--- src/hdl/pcp_pkg.sv ---
package pcp_pkg;

  // default build values
  localparam int COORD_WIDTH_DEF     = 24;
  localparam int EXP_TABLE_DEPTH_DEF = 256;

  // fixed widths of the arithmetic
  localparam int RECIP_W    = 57;  // floor(2^56 / xw), xw >= 1
  localparam int MAG_W      = 32;  // clamped magnitude, at most 2^31
  localparam int E_W        = 31;  // exp argument, at most 2^30
  localparam int G_W        = 33;  // exp result, Q0.32 up to 1.0
  localparam int FIFO_DEPTH = 4;

  // constants of the fixed-point scheme
  localparam logic [16:0] LOG2E_Q16  = 17'd94548;
  localparam logic [63:0] LN2_Q32    = 64'd2977044472;
  localparam logic [63:0] E_CAP      = 64'd1 << 30;
  localparam logic [63:0] MAG_CAP    = 64'd1 << 31;
  localparam logic [63:0] M_CAP      = 64'd1 << 62;
  localparam int          ROUND_HALF = 16384;

  // configuration port
  localparam int CFG_IDX_W  = 3;
  localparam int CFG_DATA_W = 32;

  localparam logic [CFG_IDX_W-1:0] REG_DIR_COS       = 3'd0;
  localparam logic [CFG_IDX_W-1:0] REG_DIR_SIN       = 3'd1;
  localparam logic [CFG_IDX_W-1:0] REG_SOURCE_HEIGHT = 3'd2;
  localparam logic [CFG_IDX_W-1:0] REG_MIRROR_HEIGHT = 3'd3;
  localparam logic [CFG_IDX_W-1:0] REG_SPREAD        = 3'd4;
  localparam logic [CFG_IDX_W-1:0] REG_AMPLITUDE     = 3'd5;
  localparam logic [CFG_IDX_W-1:0] REG_DECAY         = 3'd6;

  typedef logic [1:0] zone_t;

  localparam zone_t ZONE_COMPUTED = 2'd0;
  localparam zone_t ZONE_BELOW    = 2'd1;
  localparam zone_t ZONE_UPWIND   = 2'd2;

  // wind direction, Q1.15 each
  typedef struct packed {
    logic [15:0] cos_q15;
    logic [15:0] sin_q15;
  } dir_t;

  // coefficients used by the evaluation pipeline
  typedef struct packed {
    logic [31:0] spread;
    logic [31:0] amplitude;
    logic [23:0] decay;
  } coef_t;

  // magnitude of a signed value, clamped to 2^31
  function automatic logic [MAG_W-1:0] clamp_mag(logic signed [63:0] v);
    logic [63:0] m;
    m = v[63] ? 64'(-v) : 64'(v);
    return (m > MAG_CAP) ? MAG_CAP[MAG_W-1:0] : m[MAG_W-1:0];
  endfunction

  // exp(-y) by a 21-term series, y in Q0.32, result Q0.32
  function automatic logic [G_W-1:0] exp_entry(logic [63:0] y);
    logic [63:0] term;
    logic [63:0] sum;
    logic [63:0] prod;
    term = 64'd1 << 32;
    sum  = term;
    for (int k = 1; k <= 20; k++) begin
      prod = term * y;
      term = (prod >> 32) / 64'(k);
      if (k[0]) begin
        sum = sum - term;
      end else begin
        sum = sum + term;
      end
    end
    return sum[G_W-1:0];
  endfunction

endpackage

--- src/hdl/pcp_fifo.sv ---
module pcp_fifo #(
  parameter int WIDTH = 8
) (
  input  logic             clk,
  input  logic             rst_n,
  input  logic             push,
  input  logic [WIDTH-1:0] wr_data,
  input  logic             pop,
  output logic [WIDTH-1:0] rd_data,
  output logic             full,
  output logic             empty
);

  localparam int DEPTH = pcp_pkg::FIFO_DEPTH;
  localparam int PTR_W = $clog2(DEPTH);

  logic [WIDTH-1:0] mem_r [DEPTH];
  logic [PTR_W-1:0] wr_ptr_r;
  logic [PTR_W-1:0] rd_ptr_r;
  logic [PTR_W:0]   count_r;

  assign full    = (count_r == (PTR_W+1)'(DEPTH));
  assign empty   = (count_r == '0);
  assign rd_data = mem_r[rd_ptr_r];

  // pointers and fill level
  always_ff @(posedge clk) begin
    if (!rst_n) begin
      wr_ptr_r <= '0;
      rd_ptr_r <= '0;
      count_r  <= '0;
    end else begin
      if (push) begin
        wr_ptr_r <= (wr_ptr_r == PTR_W'(DEPTH - 1)) ? '0 : wr_ptr_r + PTR_W'(1);
      end
      if (pop) begin
        rd_ptr_r <= (rd_ptr_r == PTR_W'(DEPTH - 1)) ? '0 : rd_ptr_r + PTR_W'(1);
      end
      if (push && !pop) begin
        count_r <= count_r + (PTR_W+1)'(1);
      end else if (pop && !push) begin
        count_r <= count_r - (PTR_W+1)'(1);
      end
    end
  end

  // storage
  always_ff @(posedge clk) begin
    if (push) begin
      mem_r[wr_ptr_r] <= wr_data;
    end
  end

endmodule

--- config.mk ---
export PLATFORM = sky130hd
export DESIGN_NAME = pcp_fifo
export DESIGN_NICKNAME = d
export VERILOG_FILES = /design/src/hdl/pcp_pkg.sv /design/src/hdl/pcp_fifo.sv
export SDC_FILE = /design/constraint.sdc
export NUM_CORES = 1
export LEC_CHECK = 0
export BUFFER_PORTS_ARGS = -buffer_cell sky130_fd_sc_hd__clkbuf_2
export CORE_MARGIN = 2
export CORE_UTILIZATION = 58
export CTS_BUF_LIST = sky130_fd_sc_hd__clkbuf_8
export CTS_CLUSTER_DIAMETER = 60
export DETAILED_ROUTE_END_ITERATION = 12
export PLACE_DENSITY = 0.8
export SKIP_LAST_GASP = 1
export SLEW_MARGIN = 25
export SYNTH_ARGS = -nofsm -noshare
export SYNTH_HDL_FRONTEND = slang
export SYNTH_SLANG_ARGS = --single-unit
--- constraint.sdc ---
create_clock -name clk -period 1.8 [get_ports clk]
set_clock_uncertainty 0.15 [all_clocks]
set_input_delay 0 -clock clk [delete_from_list [all_inputs] [get_ports clk]]
set_output_delay 0 -clock clk [all_outputs]
set_load 0.1 [all_outputs]
Yosys cells after proc, flatten, opt, wreduce, memory -nomap -nowiden
Memories as Yosys holds them, arrays and structs flattened. A register that Yosys moved wholly into a read port is not among the register bits.
Cells that the tools add are included.
{"block": "classes", "addsub": 4, "n_eq_ne": 3, "muxes": 8, "reduce_logical": 6}
{"operator": "$mux 2", "count": 4}
{"operator": "$mux 3", "count": 2}
{"operator": "$add 2x1->2 const B", "count": 2}
{"operator": "$eq 2x2->1 const B", "count": 2}
{"operator": "$add 3x1->3 const B", "count": 1}
{"operator": "$eq 3x3->1 const B", "count": 1}
{"operator": "$logic_not 3->1", "count": 1}
{"operator": "$sub 3x1->3 const B", "count": 1}
{"operator": "$logic_and 1x1->1", "count": 2}
{"operator": "$logic_not 1->1", "count": 2}
{"operator": "$mux 1", "count": 2}
{"operator": "$reduce_bool 2->1", "count": 1}
{"block": "word_totals", "regBits": 7, "mem_bits_rw": 32, "out_inout_bits": 10, "memories": 1}
{"name": "mem_r", "words": 4, "width": 8, "read_ports": 1, "rd_clocked_by_memory_dff": 1, "wr": 1, "line": "pcp_fifo.sv:17", "text": "logic [WIDTH-1:0] mem_r [DEPTH];"}

Longest topological paths before layout
{"block": "logic_depth", "word_depth": 4, "depth_mapped": 7, "mapped_depth_nobuf": 7}

Worst setup path after synthesis
OpenSTA, ideal clock, no wires.
{"block": "synth_path", "path_type": "flip-flop to output port", "from": "reg count_r[0]", "to": "out full", "arrival_time_ps": 2553, "slack_ps": -903, "path_stages_with_launch": 2, "path_cell_list": "dfxtp_1 > nor3b_1"}
{"block": "synth_via", "elab_chain_cells": 1}
{"element": "start: declaration", "line": "pcp_fifo.sv:20", "text": "logic [PTR_W:0] count_r;"}
{"element": "start signal: assignment", "line": "pcp_fifo.sv:40", "text": "count_r <= count_r + (PTR_W+1)'(1);"}
{"element": "start signal: assignment", "line": "pcp_fifo.sv:42", "text": "count_r <= count_r - (PTR_W+1)'(1);"}
{"element": "$eq 3x3->1", "line": "pcp_fifo.sv:22", "text": "assign full = (count_r == (PTR_W+1)'(DEPTH));"}
{"element": "end: declaration", "line": "pcp_fifo.sv:10", "text": "output logic full,"}
Every way passes these cells.

==> results.ini <==
[status]
status = complete, no violations

[critical_path]
cp-start-kind = flip-flop
cp_data_required_time_ps = 1650
crit_type = reg2out
worst-path-max-fanout = 8
reg2reg_slack_ps = 110
worstPathArrival_ps = 1540
critPathCaptureType = output port

[yosys]
synth_nets = 105
syn_inst = 86
syn-cell-area_sq_um = 1620
ys_seq_elements = 41
seq_area_frac_synth = 0.706
synth-warning-count = 0
netlist_top_cells_area = edfxtp_1, dfxtp_1, mux4_2
synth_top_cell_by_area = edfxtp_1
netlist.area_leader.share = 0.595
synth.distinct_cells = 20
avgSynthCellArea_sq_um = 18.8

[floorplanning]
die_width_microns = 56.8
core_sq_um = 2710
dieArea_sq_um = 3220
ioPinCount = 22
row_count = 19
die_height_microns = 56.8
initial_core_util = 0.596

[layout]
layout-drive-gt1-share = 0.302
synthToLayoutAreaGrowth_pct = 29.4
layout.nets = 144
diodes = 0

[timing]
fin_crit_ps = 1690
maxSlewHeadroom = 0.639
hold_viol = 0
rsz0062_at_grt = false
timing.setup.tns_ps = 0
tightest_slew_ps = 543
setup_viol_count_final = 0
max_clock_freq_mhz = 590
finalCritPeriodShare = 0.941
maxSlewViolCount = 0
hold_ws_ps = 7.89

[drt]
firstDrtPassIters = 4
vias_per_cell = 5.35
wl_per_cell_microns = 16.0
wirelength_microns = 2520
vias = 840
ant_nets = 0
drc = 0
initialDrtViolationCount = 10

[clocking]
cts_buffers = 5
cts_resized = 0
clock_sinks = 41
cts.htree.levels = 2
cts_tree = done
root_buffer = clkbuf_8
clk_pin_slew_worst_paths_ps = 70
clk_path_buf_depth = 2
worstSkewPairLatency_ps = 290

[place]
numPortBuffers = 21
dp.final_hpwl_microns = 1690
gp_congestion = 0.626

[grt]
grt_pass1_vias = 876
antenna_found_initial = 0
grt_pass1_wl_microns = 4190
grt_util_all_layers = 0.186
grt_max_degree = 13
globalRouteOverflowTotal = 0

[min_path]
hp-class = in2reg

[pwr]
p_per_area_nw_per_um2 = 1090
leakage_nw = 0.792
peakVddDrop_uv = 1240

[run]
max_cap_violations = 0

cell usage after synthesis (all sizes together):
| master | count |
|---|---|
| mux4 | 8 |
| xnor2 | 1 |
| mux2i | 4 |
| dfxtp | 9 |
| ha | 6 |
| fa | 1 |
| clkbuf | 1 |
| buf | 1 |
| or3 | 1 |
| a21boi | 1 |
| inv | 4 |
| nor2b | 5 |
| and2 | 5 |
| edfxtp | 32 |
| nor2 | 1 |
| o21a | 1 |
| nor3 | 2 |
| o21ai | 1 |
| xor2 | 1 |
| nor3b | 1 |
per-layer routing:
metal	wire (microns)	global-route usage	part of all wire
met5	0	0	0
met4	45	0.0797	0.018
met3	115	0.0691	0.046
met2	1330	0.302	0.53
met1	1030	0.222	0.41
path summary, 6_finish.rpt:
path,startpoint,endpoint,cells past startpoint
setup / recovery,flip-flop,rd_data[2],3
hold reg to reg,count_r[2]$_SDFFE_PN0P_,count_r[2]$_SDFFE_PN0P_,2
setup reg to reg,count_r[0]$_SDFFE_PN0P_,count_r[2]$_SDFFE_PN0P_,4
hold / removal,pop,rd_ptr_r[0]$_SDFFE_PN0P_,4
metrics by stage:
stage / instance area (sq um) / power, W / utilization / worst slack (ps) / std cells
floorplan: 1630 / 0.00152 / - / 71.4 / 86
global placement: 1880 / 0.00168 / 0.694 / 227 / 137
detailed placement: 1880 / 0.00169 / 0.694 / 120 / 137
CTS: 2090 / 0.00229 / 0.771 / 72.7 / 157
global route: 2090 / 0.00236 / 0.771 / 20.4 / 157
finish: 2090 / 0.00228 / 0.771 / 106 / 157
final cells by class:
class	count	area [sq um]
clock buffer	6	82.6
clock inverter	2	7.51
fill	170	619
inverter	4	15.0
multi-input combinational	39	453
sequential	41	1140
tap	31	38.8
timing repair buffer	34	353
logic make-up after synthesis:
logic type,count (synthesis),share of synthesized area
flip-flops,41,0.706
multiplexers,12,0.136
XOR/XNOR,2,0.0108
AO/OA/AOI/OAI,3,0.0124
buffers and inverters,6,0.0194
adder cells (fa/ha/maj),7,0.0589
AND/OR/NAND/NOR,15,0.0558
cell usage in the layout (no fill, tap or decap), drive strengths merged, types with 2 or more instances in the layout:
cell type / count
inv: 6
nor2b: 5
mux2i: 4
dlygate4sd3: 12
buf: 9
dfxtp: 9
ha: 6
edfxtp: 32
nor3: 2
clkbuf: 19
and2: 5
mux4: 8
flip-flops by register name, summed over array words and instances (netlist names), named ones only:
name,cells
wr_ptr_r,2
rd_ptr_r,2
mem_r,32
count_r,3
worst max-delay path, stage by stage, from the launching register on:
cell,delay (ps)
dfxtp_1,310
buf_4,200
mux4_2,560
buf_12,190
where the power goes:
group          switching [W]  total [W]  internal, W
Clock               0.000284   0.000585     0.000301
Sequential         0.0000363    0.00111      0.00108
Combinational       0.000369   0.000578     0.000209
repair_timing:
item                                   CTS  global route
hold buffers                            12             0
endpoints found under the hold margin   41             0
buffers inserted                         0             0
(Power assumes the default switching activity.)
