[src/hdl/pcp_pkg.sv]
package pcp_pkg;

  // default build values
  localparam int COORD_WIDTH_DEF     = 24;
  localparam int EXP_TABLE_DEPTH_DEF = 256;

  // fixed widths of the arithmetic
  localparam int RECIP_W    = 57;  // floor(2^56 / xw), xw >= 1
  localparam int MAG_W      = 32;  // clamped magnitude, at most 2^31
  localparam int E_W        = 31;  // exp argument, at most 2^30
  localparam int G_W        = 33;  // exp result, Q0.32 up to 1.0
  localparam int FIFO_DEPTH = 4;

  // constants of the fixed-point scheme
  localparam logic [16:0] LOG2E_Q16  = 17'd94548;
  localparam logic [63:0] LN2_Q32    = 64'd2977044472;
  localparam logic [63:0] E_CAP      = 64'd1 << 30;
  localparam logic [63:0] MAG_CAP    = 64'd1 << 31;
  localparam logic [63:0] M_CAP      = 64'd1 << 62;
  localparam int          ROUND_HALF = 16384;

  // configuration port
  localparam int CFG_IDX_W  = 3;
  localparam int CFG_DATA_W = 32;

  localparam logic [CFG_IDX_W-1:0] REG_DIR_COS       = 3'd0;
  localparam logic [CFG_IDX_W-1:0] REG_DIR_SIN       = 3'd1;
  localparam logic [CFG_IDX_W-1:0] REG_SOURCE_HEIGHT = 3'd2;
  localparam logic [CFG_IDX_W-1:0] REG_MIRROR_HEIGHT = 3'd3;
  localparam logic [CFG_IDX_W-1:0] REG_SPREAD        = 3'd4;
  localparam logic [CFG_IDX_W-1:0] REG_AMPLITUDE     = 3'd5;
  localparam logic [CFG_IDX_W-1:0] REG_DECAY         = 3'd6;

  typedef logic [1:0] zone_t;

  localparam zone_t ZONE_COMPUTED = 2'd0;
  localparam zone_t ZONE_BELOW    = 2'd1;
  localparam zone_t ZONE_UPWIND   = 2'd2;

  // wind direction, Q1.15 each
  typedef struct packed {
    logic [15:0] cos_q15;
    logic [15:0] sin_q15;
  } dir_t;

  // coefficients used by the evaluation pipeline
  typedef struct packed {
    logic [31:0] spread;
    logic [31:0] amplitude;
    logic [23:0] decay;
  } coef_t;

  // magnitude of a signed value, clamped to 2^31
  function automatic logic [MAG_W-1:0] clamp_mag(logic signed [63:0] v);
    logic [63:0] m;
    m = v[63] ? 64'(-v) : 64'(v);
    return (m > MAG_CAP) ? MAG_CAP[MAG_W-1:0] : m[MAG_W-1:0];
  endfunction

  // exp(-y) by a 21-term series, y in Q0.32, result Q0.32
  function automatic logic [G_W-1:0] exp_entry(logic [63:0] y);
    logic [63:0] term;
    logic [63:0] sum;
    logic [63:0] prod;
    term = 64'd1 << 32;
    sum  = term;
    for (int k = 1; k <= 20; k++) begin
      prod = term * y;
      term = (prod >> 32) / 64'(k);
      if (k[0]) begin
        sum = sum - term;
      end else begin
        sum = sum + term;
      end
    end
    return sum[G_W-1:0];
  endfunction

endpackage

[src/hdl/pcp_in_if.sv]
interface pcp_in_if #(
  parameter int COORD_WIDTH = pcp_pkg::COORD_WIDTH_DEF
);
  logic                          valid;
  logic                          ready;
  logic signed [COORD_WIDTH-1:0] east_offset;
  logic signed [COORD_WIDTH-1:0] north_offset;
  logic signed [COORD_WIDTH-1:0] point_height;
  logic signed [COORD_WIDTH-1:0] terrain_height;

  modport source (
    output valid, east_offset, north_offset, point_height, terrain_height,
    input  ready
  );
  modport sink (
    input  valid, east_offset, north_offset, point_height, terrain_height,
    output ready
  );
endinterface

[src/hdl/pcp_front.sv]
module pcp_front #(
  parameter int COORD_WIDTH = pcp_pkg::COORD_WIDTH_DEF
) (
  input  logic                          clk,
  input  logic                          rst_n,
  pcp_in_if.sink                        in_if,
  input  pcp_pkg::dir_t                 dir,
  input  logic signed [COORD_WIDTH-1:0] source_height,
  input  logic signed [COORD_WIDTH-1:0] mirror_height,
  input  logic                          fifo_full,
  output logic                          push,
  output logic [2+COORD_WIDTH+1+3*pcp_pkg::MAG_W-1:0] entry
);

  localparam int CW = COORD_WIDTH;
  localparam int PW = CW + 16;
  localparam int SW = CW + 17;
  localparam int XW = CW + 2;
  localparam int DW = CW + 1;
  localparam int MW = pcp_pkg::MAG_W;

  logic                 en_f;
  logic                 accept;
  logic                 a_vld_r;
  logic                 b_vld_r;

  logic signed [PW-1:0] pcx_r;
  logic signed [PW-1:0] psy_r;
  logic signed [PW-1:0] pcy_r;
  logic signed [PW-1:0] psx_r;
  logic                 below_r;
  logic signed [DW-1:0] zd_r;
  logic signed [DW-1:0] zm_r;

  logic signed [SW-1:0] sx;
  logic signed [SW-1:0] sy;
  logic signed [XW-1:0] xw_s;
  logic signed [XW-1:0] yw_s;
  pcp_pkg::zone_t       zone_nxt;

  pcp_pkg::zone_t       zone_r;
  logic [CW:0]          xw_r;
  logic [MW-1:0]        ywm_r;
  logic [MW-1:0]        zdm_r;
  logic [MW-1:0]        zmm_r;

  // the front moves whenever its last stage can hand off
  assign en_f        = !b_vld_r || !fifo_full;
  assign in_if.ready = en_f;
  assign accept      = in_if.valid && en_f;
  assign push        = b_vld_r && !fifo_full;

  always_ff @(posedge clk) begin
    if (!rst_n) begin
      a_vld_r <= 1'b0;
      b_vld_r <= 1'b0;
    end else if (en_f) begin
      a_vld_r <= accept;
      b_vld_r <= a_vld_r;
    end
  end

  // stage a: rotation products, terrain test, heights above both sources
  always_ff @(posedge clk) begin
    if (en_f) begin
      pcx_r   <= $signed(in_if.east_offset)  * $signed(dir.cos_q15);
      psy_r   <= $signed(in_if.north_offset) * $signed(dir.sin_q15);
      pcy_r   <= $signed(in_if.north_offset) * $signed(dir.cos_q15);
      psx_r   <= $signed(in_if.east_offset)  * $signed(dir.sin_q15);
      below_r <= in_if.point_height < in_if.terrain_height;
      zd_r    <= DW'(in_if.point_height) - DW'(source_height);
      zm_r    <= DW'(in_if.point_height) - DW'(mirror_height);
    end
  end

  // stage b: rounded downwind / crosswind distances and classification
  always_comb begin
    sx   = SW'(pcx_r) + SW'(psy_r) + SW'(pcp_pkg::ROUND_HALF);
    sy   = SW'(pcy_r) - SW'(psx_r) + SW'(pcp_pkg::ROUND_HALF);
    xw_s = XW'(sx >>> 15);
    yw_s = XW'(sy >>> 15);
    if (below_r) begin
      zone_nxt = pcp_pkg::ZONE_BELOW;
    end else if (xw_s[XW-1] || (xw_s == '0)) begin
      zone_nxt = pcp_pkg::ZONE_UPWIND;
    end else begin
      zone_nxt = pcp_pkg::ZONE_COMPUTED;
    end
  end

  always_ff @(posedge clk) begin
    if (en_f) begin
      zone_r <= zone_nxt;
      xw_r   <= xw_s[CW:0];
      ywm_r  <= pcp_pkg::clamp_mag(64'(yw_s));
      zdm_r  <= pcp_pkg::clamp_mag(64'(zd_r));
      zmm_r  <= pcp_pkg::clamp_mag(64'(zm_r));
    end
  end

  assign entry = {zone_r, xw_r, ywm_r, zdm_r, zmm_r};

endmodule

[src/flat_wrapper.sv]
// flat-port wrapper written by rule: the top's interface ports become plain ports
module pcp_front_flat 
#(
  parameter int COORD_WIDTH = pcp_pkg::COORD_WIDTH_DEF
)
  (clk, rst_n, dir, source_height, mirror_height, fifo_full, push, entry, in_if_valid, in_if_east_offset, in_if_north_offset, in_if_point_height, in_if_terrain_height, in_if_ready);
  pcp_in_if #(.COORD_WIDTH(COORD_WIDTH)) in_if_i ();
  input  logic clk;
  input  logic rst_n;
  input  pcp_pkg::dir_t dir;
  input  logic signed [COORD_WIDTH-1:0] source_height;
  input  logic signed [COORD_WIDTH-1:0] mirror_height;
  input  logic fifo_full;
  output logic push;
  output logic [2+COORD_WIDTH+1+3*pcp_pkg::MAG_W-1:0] entry;
  input wire logic [$bits(in_if_i.valid)-1:0] in_if_valid;
  input wire logic [$bits(in_if_i.east_offset)-1:0] in_if_east_offset;
  input wire logic [$bits(in_if_i.north_offset)-1:0] in_if_north_offset;
  input wire logic [$bits(in_if_i.point_height)-1:0] in_if_point_height;
  input wire logic [$bits(in_if_i.terrain_height)-1:0] in_if_terrain_height;
  output wire logic [$bits(in_if_i.ready)-1:0] in_if_ready;
  assign in_if_i.valid = in_if_valid;
  assign in_if_i.east_offset = in_if_east_offset;
  assign in_if_i.north_offset = in_if_north_offset;
  assign in_if_i.point_height = in_if_point_height;
  assign in_if_i.terrain_height = in_if_terrain_height;
  assign in_if_ready = in_if_i.ready;
  pcp_front #(.COORD_WIDTH(COORD_WIDTH)) u_core (.clk(clk), .rst_n(rst_n), .in_if(in_if_i), .dir(dir), .source_height(source_height), .mirror_height(mirror_height), .fifo_full(fifo_full), .push(push), .entry(entry));
endmodule
[config.mk]
export PLATFORM = sky130hd
export DESIGN_NAME = pcp_front_flat
export DESIGN_NICKNAME = d
export VERILOG_FILES = /design/src/hdl/pcp_pkg.sv /design/src/hdl/pcp_in_if.sv /design/src/hdl/pcp_front.sv /design/src/flat_wrapper.sv
export SDC_FILE = /design/constraint.sdc
export NUM_CORES = 2
export LEC_CHECK = 0
export BUFFER_PORTS_ARGS = -buffer_cell sky130_fd_sc_hd__clkbuf_2
export CAP_MARGIN = 30
export CORE_MARGIN = 2
export CORE_UTILIZATION = 50
export CTS_CLUSTER_SIZE = 16
export DETAILED_ROUTE_END_ITERATION = 7
export PLACE_DENSITY = 0.67
export SYNTH_ARGS = -nofsm -noshare
export SYNTH_HDL_FRONTEND = slang
export SYNTH_SLANG_ARGS = --single-unit
[constraint.sdc]
create_clock -name clk -period 40.5 [get_ports clk]
set_input_delay 12.15 -clock clk [delete_from_list [all_inputs] [get_ports clk]]
set_output_delay 12.15 -clock clk [all_outputs]
set_load 0.05 [all_outputs]
### Yosys cells after proc, flatten, opt, wreduce, memory -nomap -nowiden

Cells that the tools add are included.

| word-level totals | value |
|---|---|
| register bits | 336 |
| bits in latches | 0 |
| bits in writable memories | 0 |
| bits in read-only memories | 0 |
| input port bits | 180 |
| output and inout port bits | 125 |
| logic and storage cells | 42 |
| memories | 0 |

| operators by class | value |
|---|---|
| add/sub/neg operators | 9 |
| multiply operators | 4 |
| div/mod/pow operators | 0 |
| order comparisons | 4 |
| equal/unequal tests | 0 |
| shifts and indexed selects | 0 |
| muxes and demuxes | 4 |
| bitwise gates (word level) | 0 |
| reductions and logical operators | 7 |

Operators by type and width:

| cell | count |
|---|---|
| $gt 64x32->1 const B | 3 |
| $mux 64 | 3 |
| $mul 24x16->40 | 4 |
| $neg 25->64 | 2 |
| $add 41x16->41 const B | 2 |
| $neg 26->64 | 1 |
| $sub 24x24->25 | 2 |
| $add 40x40->41 | 1 |
| $sub 40x40->41 | 1 |
| $logic_not 26->1 | 1 |
| $lt 24x24->1 | 1 |
| $logic_and 1x1->1 | 2 |
| $logic_not 1->1 | 2 |
| $logic_or 1x1->1 | 2 |
| $mux 2 | 1 |

### Depth between registers and ports, before layout

| logic depth | value |
|---|---|
| depth after elaboration | 5 |
| depth in mapped cells | 29 |
| depth with buffers taken out | 27 |

### Worst setup path after synthesis

Ideal clock, no wire load.

| path | value |
|---|---|
| path kind | input-to-output |
| start point | input fifo_full |
| end point | output in_if_ready |
| arrival time | 19.486 ns |
| data required time | 28.350 ns |
| setup slack | 8.864 ns |
| cell stages on the path | 1 |
| buffers on the path | 0 |
| cells stage by stage | nand2_1 |

| between the ends | value |
|---|---|
| cells in the longest elaborated chain, start to end | 2 |

RTL lines:

| element | line | RTL |
|---|---|---|
| start, declared | flat_wrapper.sv:13 | `input logic fifo_full;` |
| $logic_not 1->1 | pcp_front.sv:48 | `assign en_f = !b_vld_r \|\| !fifo_full;` |
| $logic_or 1x1->1 | pcp_front.sv:48 |  |
| end, declared | flat_wrapper.sv:21 | `output wire logic [$bits(in_if_i.ready)-1:0] in_if_ready;` |

No other way between the ends.

### Final worst setup path

Same ends and word-level chain as after synthesis.

==> flow_summary.ini <==
[yosys]
yosysWarningCount = 0
synthCells = 7796
synth.distinct_cells = 99
synth-async-reset-ratio_pct = 0
seq_area_frac_synth_pct = 13.7
yosys.area.top_type = fa_1
dominantRegCellSynth = edfxtp_1
netlist_area_mm2 = 0.0735
synth_edf_count = 334
yosys.area.top_type_share_pct = 40.8
synth.avg_cell_area_um2 = 9.43
netlist_top_cells_area = fa_1, edfxtp_1, ha_1
yosys_register_bits = 336

[drt]
vias = 52600
wl_per_cell_um = 17.9
vias_per_cell = 5.33
ant_nets = 0
first_pass_iters = 5
routed_wl_um = 176000
drtIter0Drc = 3260
remaining_drc_errors = 0

[clocking]
path_clk_slew_ns = 0.06
clk_latency_ns = 0.66
clockRootBuffer = clkbuf_16
hold_buffers = 0
cts_sinks = 336
cts_buffers = 45
h-tree-depth = 2
cts_tree = yes
cts_resized = 0
cts.path.max_buffers = 3
cts_setup_buffers = 0

[run_status]
status = finished clean

[grt]
first_global_vias = 55900
grt_antenna_before_repair = 20
grt_pass1_wl_um = 294000
grt_max_degree = 128
grt_remaining_overflow = 0
grt_usage_pct = 24.6

[layout]
syn_to_final_growth_pct = 6.71
fin_nets = 10200
nFillCells = 13200
drive_gt1_share_pct = 6.18

[sta]
relSlewSlack_pct = 29.6
worst_slew_pin_slew_ns = 1.06
drv_slew = 0
hold_violations = 0
min_period_ns = 25.13
setup_viol_count_final = 0
rsz0062_at_grt = no
tns_ns = 0
fmax_ghz = 0.0398
fin_crit_sh_pct = 62.0
fin_skew_ns = 0.0606

[run]
cap_violations = 0

[floorplan]
rows = 140
die-area_mm2 = 0.150
start_util_pct = 50.4
ios = 305
coreArea_mm2 = 0.146
dieWidth_um = 387
die_h_um = 387

[placed_design]
port-buffer-count = 304
dp_hpwl_um = 136000
place_congestion = 0.895

[critical_path]
worstRegToRegCells = 15
end_kind = output pin
criticalPathCategory = in2out
arrival_ns = 12.98
critPathLaunchType = input pin
path_max_fanout = 10
crit_required_ns = 28.35

[hold_path]
hold_depth = 0
hold_path.class = reg2reg
==> sequential cells by signal (all words and copies together), names as in the netlist <==
signal and count:
u_core.pcx_r 40, u_core.pcy_r 40, u_core.psx_r 40, u_core.psy_r 40
u_core.ywm_r 32, u_core.zdm_r 32, u_core.zmm_r 32, u_core.xw_r 25
u_core.zd_r 25, u_core.zm_r 25, u_core.zone_r 2, u_core.a_vld_r 1
u_core.b_vld_r 1, u_core.below_r 1
==> kinds of logic after synthesis <==
group	Yosys count	synth area share [%]
buf+inv	2231	11.5
mux	2	0.0272
compound gates	716	6.40
other cells	1	0.00510
xor+xnor	306	3.66
simple gates	2086	13.4
flops	336	13.7
fa+ha+maj	2118	51.3
==> layer usage <==
metal | global-route usage, % | share of wire [%] | vias to the layer above
met4 | 10.3 | 4.5 | 18
met2 | 40.3 | 48 | 1734
met5 | 0 | 0.067 | -
met3 | 3.43 | 7.0 | 297
met1 | 32.8 | 41 | 26900
li1 | - | - | 23700
==> per-stage QoR <==
step                utilization, %  instances  setup WS [ns]  area (um2)  hold slack (ns)
floorplan                        -       7815           8.86       73600            0.443
global placement              52.6       9774          15.34       76700            0.471
detailed placement            52.8       9781          15.33       76900            0.470
CTS                           53.8       9858          15.33       78400            0.482
global route                  53.8       9865          15.33       78400            0.516
finish                        53.8       9867          15.37       78400            0.486
==> area by class of cell <==
class	instances	area, um2	share of cell area (%)
Antenna cell	7	17.5	0.0223
Clock buffer	52	1150	1.47
Clock inverter	25	352	0.448
Inverter	1907	7160	9.12
Multi-Input combinational cell	5248	55100	70.2
Sequential cell	336	10100	12.8
Tap cell	1917	2400	3.06
Timing Repair Buffer	375	2200	2.81
==> synth_stat cells (12+ instances only) <==
library cell  count
a31oi_1          17
nor2b_1          33
a21oi_1         205
xor2_1           67
o21a_1           39
o21ai_0         106
o211ai_1         14
o21bai_1         43
a21o_1          128
edfxtp_1        334
nor2_1          204
nand2b_1         64
or3_1            19
nand4_1          18
xnor2_1         238
clkbuf_1        313
nand3_1          50
and3_1           21
and2_1          489
fa_1           1498
o21ai_1          15
nor3_1           43
or2_2            14
o31ai_1          27
a21boi_0         12
a211oi_1         22
inv_1          1905
nand2_1        1077
ha_1            620
==> critical path, stage by stage <==
cell      delay (ns)
clkbuf_2        0.13
nand2_4         0.25
clkbuf_2        0.40
==> worst paths after layout <==
check,startpoint,endpoint,slack (ns)
setup / recovery,fifo_full,in_if_ready,15.37
hold / removal,u_core.zm_r[0],u_core.zmm_r[0],0.49
setup reg to reg,u_core.pcy_r[17],u_core.ywm_r[20],34.62
hold reg to reg,u_core.zm_r[0],u_core.zmm_r[0],0.49
==> layout by cell type, fill, tap and decap left out, types with 50 or more instances in the layout <==
cell type / n
a21o_1: 128
a21oi_1: 205
and2_1: 489
buf_4: 61
clkbuf_2: 304
edfxtp_1: 334
fa_1: 1498
ha_1: 620
inv_1: 1905
nand2_1: 1076
nand2b_1: 64
nand3_1: 50
nor2_1: 204
o21ai_0: 106
xnor2_1: 238
xor2_1: 67
Power is left out: the tool's default activity adds up to more than one toggle a clock period on the data nets, which glitch-free logic cannot reach.
